===== config.mk =====
export PLATFORM = sky130hd
export DESIGN_NAME = hsv_to_rgb_converter
export DESIGN_NICKNAME = d
export VERILOG_FILES = /design/src/rtl/core/h2r_pkg.sv /design/src/rtl/core/h2r_cmax_div.sv /design/src/rtl/core/hsv_to_rgb_converter.sv
export SDC_FILE = /design/constraint.sdc
export NUM_CORES = 2
export LEC_CHECK = 0
export BUFFER_PORTS_ARGS = -buffer_cell sky130_fd_sc_hd__buf_2
export CAP_MARGIN = 5
export CORE_UTILIZATION = 65
export CTS_CLUSTER_SIZE = 8
export DETAILED_ROUTE_END_ITERATION = 10
export GPL_TIMING_DRIVEN = 0
export PLACE_DENSITY = 0.82
export SLEW_MARGIN = 20
export SYNTH_ARGS = -nofsm -noshare
export SYNTH_HDL_FRONTEND = slang
export SYNTH_SLANG_ARGS = --single-unit
export TNS_END_PERCENT = 10

===== constraint.sdc =====
create_clock -name clk -period 12.4 [get_ports clk]
set_input_delay 3.1 -clock clk [delete_from_list [all_inputs] [get_ports clk]]
set_output_delay 3.1 -clock clk [all_outputs]
set_load 0.05 [all_outputs]

===== src/rtl/core/h2r_pkg.sv =====
`timescale 1ns / 1ps
// h2r_pkg: shared constants and types for the hsv to rgb converter
// no dependencies; imported by hsv_to_rgb_converter, h2r_cmax_div and hsv_to_rgb_checker

package h2r_pkg;

    // whole-degree part of the hue field
    localparam int HUE_INT_BITS   = 9;

    // one sector is 60 degrees, split as an odd factor and a power of two
    localparam int DEG_PER_SECTOR = 60;
    localparam int SECTOR_ODD     = 15;
    localparam int SECTOR_POW2    = 2;

    // a full-width hue field reaches up to sector 8
    localparam int SECTOR_LAST    = 8;
    localparam int SECTOR_BITS    = 4;

    typedef logic [SECTOR_BITS-1:0] sector_t;

    localparam sector_t SEC_RED_YELLOW   = 4'd0;
    localparam sector_t SEC_YELLOW_GREEN = 4'd1;
    localparam sector_t SEC_GREEN_CYAN   = 4'd2;
    localparam sector_t SEC_CYAN_BLUE    = 4'd3;
    localparam sector_t SEC_BLUE_MAGENTA = 4'd4;
    localparam sector_t SEC_MAGENTA_RED  = 4'd5;

    // load enables for the two register stages of a divider
    typedef struct packed {
        logic load_a;
        logic load_b;
    } div_ctl_t;

endpackage


===== src/rtl/core/h2r_cmax_div.sv =====
`timescale 1ns / 1ps
// h2r_cmax_div: two-stage rounded division by (2^COLOR_BITS - 1) << SHIFT
// uses h2r_pkg for the stage load control struct

module h2r_cmax_div #(
    parameter int COLOR_BITS = 8,
    parameter int SHIFT      = 0,
    parameter int NUM_BITS   = 16
) (
    input  logic                    clk,
    input  h2r_pkg::div_ctl_t       ctl,
    input  logic [NUM_BITS-1:0]     num,
    output logic [COLOR_BITS-1:0]   quot
);

    localparam int XW = 2 * COLOR_BITS;
    localparam int SW = SHIFT + XW + 1;
    localparam logic [SW-1:0] BIAS =
        SW'((((64'd1 << COLOR_BITS) - 64'd1) << SHIFT) >> 1);
    localparam logic [XW:0] CMAX = (XW+1)'((64'd1 << COLOR_BITS) - 64'd1);

    logic [SW-1:0]          biased;
    logic [XW-1:0]          x_next;
    logic [XW-1:0]          x_reg;
    logic [XW-1:0]          xb_reg;
    logic [XW:0]            est_sum;
    logic [COLOR_BITS:0]    est_next;
    logic [COLOR_BITS:0]    est_reg;
    logic [XW:0]            est_prod;
    logic [XW:0]            resid;
    logic [COLOR_BITS:0]    quot_full;

    // rounding bias, then drop the power-of-two part of the divisor
    assign biased = SW'(num) + BIAS;
    assign x_next = biased[SHIFT +: XW];

    // x / (2^n - 1) estimate, never high and at most one low
    assign est_sum  = {1'b0, x_reg} + (XW+1)'(x_reg >> COLOR_BITS);
    assign est_next = est_sum[XW -: (COLOR_BITS + 1)];

    always_ff @(posedge clk)
    begin
        if (ctl.load_a)
        begin
            x_reg <= x_next;
        end
        if (ctl.load_b)
        begin
            est_reg <= est_next;
            xb_reg  <= x_reg;
        end
    end

    // remainder check and single correction step
    assign est_prod  = ((XW+1)'(est_reg) << COLOR_BITS) - (XW+1)'(est_reg);
    assign resid     = {1'b0, xb_reg} - est_prod;
    assign quot_full = (resid >= CMAX) ? est_reg + 1'b1 : est_reg;
    assign quot      = quot_full[COLOR_BITS-1:0];

endmodule


===== src/rtl/core/hsv_to_rgb_converter.sv =====
`timescale 1ns / 1ps
// hsv_to_rgb_converter: eight-stage pipelined hsv to rgb pixel conversion
// throughput: one item per cycle while the output is not stalled, set by the eight-stage register pipeline
// stalls hold items in place; empty stages keep accepting while the output waits
// reset clears only the stage valid bits; no state survives between items
// depends on h2r_pkg and h2r_cmax_div

module hsv_to_rgb_converter #(
    parameter int  COLOR_BITS    = 8,
    parameter int  HUE_FRAC_BITS = 6,
    localparam int HUE_BITS      = h2r_pkg::HUE_INT_BITS + HUE_FRAC_BITS,
    localparam int IN_BITS       = ((HUE_BITS + 2 * COLOR_BITS + 7) / 8) * 8,
    localparam int OUT_BITS      = ((3 * COLOR_BITS + 7) / 8) * 8
) (
    input  logic                clk,
    input  logic                rst_n,
    input  logic                s_axis_tvalid,
    output logic                s_axis_tready,
    // hue, saturation, brightness from bit 0 up
    input  logic [IN_BITS-1:0]  s_axis_tdata,
    output logic                m_axis_tvalid,
    input  logic                m_axis_tready,
    // red, green, blue from bit 0 up
    output logic [OUT_BITS-1:0] m_axis_tdata
);

    import h2r_pkg::*;

    localparam int CB          = COLOR_BITS;
    localparam int STAGES      = 8;
    localparam int ODD_BITS    = $clog2(SECTOR_ODD + 1);
    localparam int YW          = CB + ODD_BITS;
    localparam int SECTOR_SIZE = DEG_PER_SECTOR << HUE_FRAC_BITS;
    localparam logic [CB:0] RECIP = (CB+1)'((64'd1 << YW) / SECTOR_ODD);
    localparam logic [CB:0] FSCALE = (CB+1)'(64'd1 << CB);
    localparam logic [2*CB-1:0] DBIG = (2*CB)'(((64'd1 << CB) - 64'd1) << CB);

    logic [HUE_BITS-1:0]    hue_in;
    logic [CB-1:0]          sat_in;
    logic [CB-1:0]          val_in;

    logic [STAGES-1:0]      adv;
    logic [STAGES-1:0]      vld_next;
    logic [STAGES-1:0]      vld_reg;

    sector_t                sector_reg [STAGES-1];
    logic [CB-1:0]          val_reg    [STAGES-1];
    logic [CB-1:0]          sat_reg    [3];

    sector_t                sector_next;
    logic [HUE_BITS-1:0]    base;
    logic [HUE_BITS-1:0]    rem;
    logic [HUE_BITS+CB-1:0] rem_wide;
    logic [YW-1:0]          y_next;
    logic [YW-1:0]          s1_y_reg;

    logic [YW+CB:0]         y_prod;
    logic [CB-1:0]          fest_next;
    logic [CB-1:0]          s2_fest_reg;
    logic [YW-1:0]          s2_y_reg;

    logic [YW-1:0]          f15;
    logic [YW-1:0]          f_rem;
    logic [CB-1:0]          f_next;
    logic [2*CB-1:0]        np_next;
    logic [CB-1:0]          s3_f_reg;
    logic [2*CB-1:0]        s3_np_reg;

    logic [CB:0]            fc;
    logic [2*CB:0]          sg_full;
    logic [2*CB-1:0]        sf_next;
    logic [2*CB-1:0]        s4_sf_reg;
    logic [2*CB-1:0]        s4_sg_reg;
    logic [2*CB-1:0]        s4_np_reg;

    logic [3*CB-1:0]        nq_next;
    logic [3*CB-1:0]        nt_next;
    logic [3*CB-1:0]        s5_nq_reg;
    logic [3*CB-1:0]        s5_nt_reg;
    logic [2*CB-1:0]        s5_np_reg;

    div_ctl_t               div_ctl;
    logic [CB-1:0]          p_div;
    logic [CB-1:0]          q_div;
    logic [CB-1:0]          t_div;

    logic [CB-1:0]          red_next;
    logic [CB-1:0]          green_next;
    logic [CB-1:0]          blue_next;
    logic [CB-1:0]          red_reg;
    logic [CB-1:0]          green_reg;
    logic [CB-1:0]          blue_reg;

    assign hue_in = s_axis_tdata[HUE_BITS-1:0];
    assign sat_in = s_axis_tdata[HUE_BITS +: CB];
    assign val_in = s_axis_tdata[HUE_BITS + CB +: CB];

    // stall control: a stage moves when it is empty or its successor moves
    always_comb
    begin
        adv[STAGES-1] = !vld_reg[STAGES-1] || m_axis_tready;
        for (int k = STAGES - 2; k >= 0; k--)
        begin
            adv[k] = !vld_reg[k] || adv[k+1];
        end
    end

    always_comb
    begin
        vld_next[0] = adv[0] ? s_axis_tvalid : vld_reg[0];
        for (int k = 1; k < STAGES; k++)
        begin
            vld_next[k] = adv[k] ? vld_reg[k-1] : vld_reg[k];
        end
    end

    always_ff @(posedge clk or negedge rst_n)
    begin
        if (!rst_n)
        begin
            vld_reg <= '0;
        end
        else
        begin
            vld_reg <= vld_next;
        end
    end

    // stage 1: sector and hue position scaled down by the power-of-two factor
    always_comb
    begin
        sector_next = SEC_RED_YELLOW;
        base        = '0;
        for (int k = 1; k <= SECTOR_LAST; k++)
        begin
            if (hue_in >= HUE_BITS'(k * SECTOR_SIZE))
            begin
                sector_next = sector_t'(k);
                base        = HUE_BITS'(k * SECTOR_SIZE);
            end
        end
    end

    assign rem      = hue_in - base;
    assign rem_wide = (HUE_BITS+CB)'(rem) << CB;
    assign y_next   = rem_wide[HUE_FRAC_BITS + SECTOR_POW2 +: YW];

    // stage 2: reciprocal estimate of y / 15
    assign y_prod    = (YW+CB+1)'(s1_y_reg) * (YW+CB+1)'(RECIP);
    assign fest_next = y_prod[YW +: CB];

    // stage 3: correct f, form v * (cmax - s)
    assign f15     = YW'(s2_fest_reg) * YW'(SECTOR_ODD);
    assign f_rem   = s2_y_reg - f15;
    assign f_next  = (f_rem >= YW'(SECTOR_ODD)) ? s2_fest_reg + 1'b1 : s2_fest_reg;
    assign np_next = (2*CB)'(val_reg[1]) * {{CB{1'b0}}, ~sat_reg[1]};

    // stage 4: s * f and s * (1 - f)
    assign fc      = FSCALE - {1'b0, s3_f_reg};
    assign sf_next = (2*CB)'(sat_reg[2]) * (2*CB)'(s3_f_reg);
    assign sg_full = (2*CB+1)'(sat_reg[2]) * (2*CB+1)'(fc);

    // stage 5: numerators of q and t
    assign nq_next = (3*CB)'(val_reg[3]) * (3*CB)'(DBIG - s4_sf_reg);
    assign nt_next = (3*CB)'(val_reg[3]) * (3*CB)'(DBIG - s4_sg_reg);

    always_ff @(posedge clk)
    begin
        if (adv[0])
        begin
            sector_reg[0] <= sector_next;
            val_reg[0]    <= val_in;
            sat_reg[0]    <= sat_in;
            s1_y_reg      <= y_next;
        end
        if (adv[1])
        begin
            s2_fest_reg <= fest_next;
            s2_y_reg    <= s1_y_reg;
            sat_reg[1]  <= sat_reg[0];
        end
        if (adv[2])
        begin
            s3_f_reg   <= f_next;
            s3_np_reg  <= np_next;
            sat_reg[2] <= sat_reg[1];
        end
        if (adv[3])
        begin
            s4_sf_reg <= sf_next;
            s4_sg_reg <= sg_full[2*CB-1:0];
            s4_np_reg <= s3_np_reg;
        end
        if (adv[4])
        begin
            s5_nq_reg <= nq_next;
            s5_nt_reg <= nt_next;
            s5_np_reg <= s4_np_reg;
        end
        for (int k = 1; k < STAGES - 1; k++)
        begin
            if (adv[k])
            begin
                sector_reg[k] <= sector_reg[k-1];
                val_reg[k]    <= val_reg[k-1];
            end
        end
        if (adv[STAGES-1])
        begin
            red_reg   <= red_next;
            green_reg <= green_next;
            blue_reg  <= blue_next;
        end
    end

    // stages 6 and 7: rounded constant divisions
    assign div_ctl.load_a = adv[5];
    assign div_ctl.load_b = adv[6];

    h2r_cmax_div #(
        .COLOR_BITS (CB),
        .SHIFT      (0),
        .NUM_BITS   (2 * CB)
    ) u_div_p (
        .clk  (clk),
        .ctl  (div_ctl),
        .num  (s5_np_reg),
        .quot (p_div)
    );

    h2r_cmax_div #(
        .COLOR_BITS (CB),
        .SHIFT      (CB),
        .NUM_BITS   (3 * CB)
    ) u_div_q (
        .clk  (clk),
        .ctl  (div_ctl),
        .num  (s5_nq_reg),
        .quot (q_div)
    );

    h2r_cmax_div #(
        .COLOR_BITS (CB),
        .SHIFT      (CB),
        .NUM_BITS   (3 * CB)
    ) u_div_t (
        .clk  (clk),
        .ctl  (div_ctl),
        .num  (s5_nt_reg),
        .quot (t_div)
    );

    // stage 8: sector select; zero saturation already gives p = q = t = v
    always_comb
    begin
        case (sector_reg[STAGES-2])
            SEC_RED_YELLOW:
            begin
                red_next   = val_reg[STAGES-2];
                green_next = t_div;
                blue_next  = p_div;
            end
            SEC_YELLOW_GREEN:
            begin
                red_next   = q_div;
                green_next = val_reg[STAGES-2];
                blue_next  = p_div;
            end
            SEC_GREEN_CYAN:
            begin
                red_next   = p_div;
                green_next = val_reg[STAGES-2];
                blue_next  = t_div;
            end
            SEC_CYAN_BLUE:
            begin
                red_next   = p_div;
                green_next = q_div;
                blue_next  = val_reg[STAGES-2];
            end
            SEC_BLUE_MAGENTA:
            begin
                red_next   = t_div;
                green_next = p_div;
                blue_next  = val_reg[STAGES-2];
            end
            default:
            begin
                red_next   = val_reg[STAGES-2];
                green_next = p_div;
                blue_next  = q_div;
            end
        endcase
    end

    assign s_axis_tready = adv[0];
    assign m_axis_tvalid = vld_reg[STAGES-1];
    assign m_axis_tdata  = OUT_BITS'({blue_reg, green_reg, red_reg});

    a_ready_with_room: assert property (
        @(posedge clk) disable iff (!rst_n)
        (vld_reg != '1) |-> s_axis_tready
    ) else $error("input stalled while a pipeline stage is empty");

    a_item_count: assert property (
        @(posedge clk) disable iff (!rst_n)
        $past(rst_n) |->
            ($countones(vld_reg) == $past($countones(vld_reg))
                + int'($past(s_axis_tvalid && s_axis_tready))
                - int'($past(m_axis_tvalid && m_axis_tready)))
    ) else $error("pipeline occupancy does not match accepted and delivered items");

    a_channel_order: assert property (
        @(posedge clk) disable iff (!rst_n)
        vld_reg[STAGES-2] |->
            (p_div <= q_div && p_div <= t_div
                && q_div <= val_reg[STAGES-2] && t_div <= val_reg[STAGES-2])
    ) else $error("divider results out of order p <= q, t <= v");

endmodule


# Yosys cells after proc, flatten, opt, wreduce, memory -nomap -nowiden

Memory sizes are Yosys's and may differ from the RTL's.
Cells that the tools add are included.

Register bits: 323
RAM bits: 108
Logic and storage cells: 137
Memories kept: 3

Memory list:

| memory     | words | bits a word | read ports | clocked after Yosys merged registers in | wr ports | RTL line                   | text |
|---|---|---|---|---|---|---|---|
| val_reg    | 7     | 8           | 7          | 0                                       | 7        | hsv_to_rgb_converter.sv:47 | `logic [CB-1:0] val_reg [STAGES-1];` |
| sector_reg | 7     | 4           | 7          | 0                                       | 7        | hsv_to_rgb_converter.sv:46 | `sector_t sector_reg [STAGES-1];` |
| sat_reg    | 3     | 8           | 3          | 0                                       | 3        | hsv_to_rgb_converter.sv:48 | `logic [CB-1:0] sat_reg [3];` |

Add/sub/neg operators: 21
Multipliers: 7
Order comparisons: 12
Equality and inequality tests: 4
Mux-type cells: 37
Bitwise gates (word level): 1
Reductions and logical operators: 21

Operators by type and width:

| cell                     | count |
|---|---|
| $mux W12                 | 8 |
| $pmux W8 S3              | 3 |
| $ge A15 B15 Y1 const B   | 4 |
| $add A16 B8 Y17          | 3 |
| $ge A17 B8 Y1 const B    | 3 |
| $sub A16 B17 Y17         | 3 |
| $sub A17 B9 Y17          | 3 |
| $add A24 B15 Y24 const B | 2 |
| $mul A9 B17 Y24          | 2 |
| $sub A16 B16 Y17 const A | 2 |
| $add A8 B1 Y8 const B    | 4 |
| $mul A8 B8 Y16           | 2 |
| $mux W8                  | 4 |
| $ge A15 B14 Y1 const B   | 2 |
| $mux W4                  | 6 |
| $sub A12 B12 Y12         | 2 |
| $mul A12 B9 Y20 const B  | 1 |
| $add A16 B7 Y16 const B  | 1 |
| $mul A8 B9 Y16           | 1 |
| $ge A15 B12 Y1 const B   | 1 |
| $ge A15 B13 Y1 const B   | 1 |
| $mux W1                  | 15 |
| $ge A12 B4 Y1 const B    | 1 |
| $mul A8 B4 Y12 const B   | 1 |
| 10 further kinds         | 28 |

# Depth between registers and ports, before layout

Depth in word-level cells: 11
Gate-level depth with buffers: 29

# Modules after synthesis

From an unflattened synthesis, not the netlist that was laid out.

Cell total of the unflattened synthesis: 3636
Area, all modules: 37965.2 µm²

By module, submodules not included:

| module                     | times used | cells each | area an instance (µm²) |
|---|---|---|---|
| hsv_to_rgb_converter       | 1          | 2708       | 28557.4 |
| h2r_cmax_div (u_div_q ...) | 2          | 313        | 3145.5 |
| h2r_cmax_div (u_div_p)     | 1          | 302        | 3116.7 |

# Worst setup path after synthesis

OpenSTA, ideal clock, no wires.

Path type: input -> output
From: input port m_axis_tready
To: output port s_axis_tready
Arrival: 7.965 ns
Setup slack: 1.335 ns
Cell stages on the path: 6
Path buffers: 0
Cell sequence: nor2b_1 -> nand3_1 -> nor2_1 -> nand3_1 -> inv_1 -> nand3_1

Cells in the longest elaborated chain, start to end: 8

Ends and longest elaborated chain:

| element                         | RTL line                    | text |
|---|---|---|
| start: declaration              | hsv_to_rgb_converter.sv:22  | `input logic m_axis_tready,` |
| $logic_or A1 B1 Y1              | hsv_to_rgb_converter.sv:101 | `adv[STAGES-1] = !vld_reg[STAGES-1] \|\| m_axis_tready;` |
| $logic_or A1 B1 Y1 (2 in a row) | hsv_to_rgb_converter.sv:104 | `adv[k] = !vld_reg[k] \|\| adv[k+1];` |
| via adv[5]                      | hsv_to_rgb_converter.sv:42  | `logic [STAGES-1:0] adv;` |
| $logic_or A1 B1 Y1 (3 in a row) | hsv_to_rgb_converter.sv:104 |  |
| via adv[2]                      | hsv_to_rgb_converter.sv:42  |  |
| $logic_or A1 B1 Y1 (2 in a row) | hsv_to_rgb_converter.sv:104 |  |
| end: declaration                | hsv_to_rgb_converter.sv:18  | `output logic s_axis_tready,` |

The timed path passes the listed nets, and every way through them passes these cells.

# Worst setup path after layout

Ends and elaborated chain as after synthesis.

==> impl_results.md <==
- Outcome: finished, final reports clean
- Clock transition at path regs: 50 ps
- IO Port Bufs: 57
- Prevailing post-synth register cell: edfxtp_1
- Async SR Flop Fraction: 0.01923
- CTS resizes: 0
- Sequential fraction of the synthesis area: 0.3354
- Io pins: 62
- Vias/cell: around 5.6
- Crit end category: primary output
- Largest net degree at the start of global routing: 64
- Max FO, Critical Path: 30
- Vias in the first global route: 25330
- Minimum clock period: ~9000 ps
- Cell Area, Synth: 37120 sq um
- Crit start category: input pin
- HPWL after detailed placement: 59830 um
- Buf/Inv on CP: 4
- Placed inst area: 38550 sq um
- Starting Density: 0.6584
- Tcrit/Tclk final: 0.7204
- Final setup viols: 0
- Max incr delay on CP: around 540 ps
- Die Wd: 241.0 um
- WS Path Type: in2out
- Setup TNS: 0 ps
- Yosys reg bits: about 420
- Unrepaired setup endpoints after global routing: false
- GP Congestion: just over 0.9
- Pre-antenna DRT Iters: 6
- Placeable Area: 56390 sq um
- Avg Cell Area, Syn: 10.36 sq um
- Max cap viols: 0
- Slew @ Worst Pin: 940.9 ps
- Final Routed Wirelength: roughly 78000 um
- Post-route cell area: 40210 sq um
- Routed Antenna Nets: 0
- Slowest cell on crit path: nor2b_1
- Fillers: about 4000
- CTS H-Tree Depth: 2
- CTS sink cnt: 416
- Final hold vios: 0
- CTS Root Cell: clkbuf_16
- Fmax: 0.1119 GHz
- CTS tree: built
- Hold crit path type: reg2reg
- Site row count: 87
- Syn nets: 4345
- Via count: 25290
- Max Slew Vio Count: 0
- Layout overhead on the synthesized area: 8.321%
- Post-synthesis cell count: ~3600
- Final global-route overflow total: 0
- GRT Overall Usage: 0.2773
- Setup Skew: 25.63 ps
- Critical-path cell list: buf_2, nor2b_1, nand3_4, nor2_1, nand3_2, inv_1, nand3_2, buf_12, buf_2
- Slew headroom: 0.3679
- Clock buffer depth: 3
- # DRC: 0
- Layout cells sized above 1: 0.04656
- Die height: approximately 240 um
- Max FFs per register: between 50 and 60
- Synth warn: 0
- Distinct cells, synth: 80
- First-pass GRT wire length: 127100 um
- Post-CTS setup buffer count: 0
- Number of buffers created by CTS: 59
- Register area: ~12000 sq um
- Hold_buf cts: 0
- Worst-Skew Late Latency: 620 ps
- CP Data Required Time: 9300 ps
- Die ar.: 58070 sq um
- Arr. time, crit path: 5830 ps
- Post-layout nets: 4469
- Antenna violations before repair: 1
- Footprint of the multi-input gates: around 22000 sq um
- WL/cell: roughly 17 um
- Post-synth EDFFs: 408
- Iter 0 DRT Violations: 1517
- Crit path max-delay family: simple AND/OR/NAND/NOR gates
- Post-layout util: 0.7132
kinds of logic (layout without fill, tap and decap cells):
| family | Yosys count | in the layout | synth area share |
|---|---|---|---|
| AOI/OAI and AO/OA | 415 | 415 | 0.07512 |
| xor gates and xnor gates | 222 | 222 | 0.05237 |
| adders and majority gates | 727 | 727 | 0.3148 |
| buffers and inverters | 746 | 901 | 0.07566 |
| DFF | 416 | 416 | 0.3354 |
| muxes | 17 | 17 | 0.004887 |
| other | 0 | 2 | 0 |
| and+or+nand+nor | 1039 | 1039 | 0.1418 |
cells in the mapped netlist, drive strengths merged (19+ instances only):
cell type  number  area [sq um]
nand4          21         137.6
o21ai          93         465.5
xor2           72         630.6
nand2         328          1231
nor2          151         566.8
nor4           19         140.1
nand2b         47         294.0
nand3          49         245.2
xnor2         150          1314
and3           31         193.9
or3            20         125.1
a21o           35         262.8
a21oi          93         469.2
ha            382          4780
edfxtp        408         12250
nor2b          70         437.9
clkbuf         64         240.2
and2          192          1201
o21a           23         172.7
inv           674          2530
fa            345          6907
nor3           63         315.3
per-layer routing:
metal	vias up	wire length, um	track usage
li1	12090	-	-
met1	12270	30950	0.3448
met2	744	39020	0.4813
met3	179	4608	0.04198
met4	2	3002	0.1189
met5	-	11	0
layout by cell type, fill, tap and decap left out, types with 7 or more instances in the layout:
cell	Yosys	routed
a21o_1	35	35
nand2_1	328	325
edfxtp_1	408	408
a211oi_1	13	13
a21oi_1	92	92
o21ai_0	79	79
o31ai_1	9	9
nor3_1	63	63
or2_2	12	12
nand2b_1	47	47
ha_1	382	382
clkbuf_16	0	59
o2111ai_1	14	14
o21bai_1	9	9
nor2b_1	70	70
xnor2_1	150	150
inv_1	674	673
a2111oi_0	9	9
or3_1	20	20
o21ai_1	14	14
nand4_1	20	20
dfrtp_1	8	8
and3_1	31	31
o21a_1	23	23
mux2i_1	11	11
buf_2	7	64
fa_1	345	345
o211ai_1	12	12
nor4_1	17	17
xor2_1	72	72
clkbuf_1	64	90
and2_1	192	192
or4_1	7	7
a21boi_0	12	12
o31a_1	7	7
a31oi_1	14	14
nor2_1	151	151
nand3_1	49	46
metrics by stage:
stage / hold WS [ps] / std cells / setup WS, ps
after detailed placement: 404.5 / 4401 / 3464
after floorplan: 400.3 / 3582 / 1335
after global routing: 415.2 / 4493 / 3239
final: 406.0 / 4495 / 3466
after global placement: 400.9 / 4395 / -885.7
after CTS: 403.2 / 4493 / 3425
final timing paths:
check | end | from | cells after the start | slack, ps
setup / recovery | s_axis_tready | m_axis_tready | 9 | 3470
hold / removal | val_reg[5][3] | val_reg[4][3] | 0 | 410
setup reg to reg | s5_nt_reg[23] | s4_sf_reg[0] | 28 | 4430
hold reg to reg | val_reg[5][3] | val_reg[4][3] | 0 | 410
max in group asynchronous | vld_reg[3] | rst_n | 1 | 9890
min in group asynchronous | vld_reg[6] | rst_n | 1 | 2330
cell type report:
cell class	count	share of cell area
repair buffers	63	0.01083
clock inverters	6	0.001805
well taps	756	0.02352
diodes	2	0.0001245
inverters	674	0.06297
plain buffers	72	0.006938
clock buffers	86	0.03948
flip-flops and latches	416	0.3096
multi-input cells	2420	0.5447
Power is not shown: default switching activity piles up to over one toggle a cycle in this logic, so the estimate is an artifact.
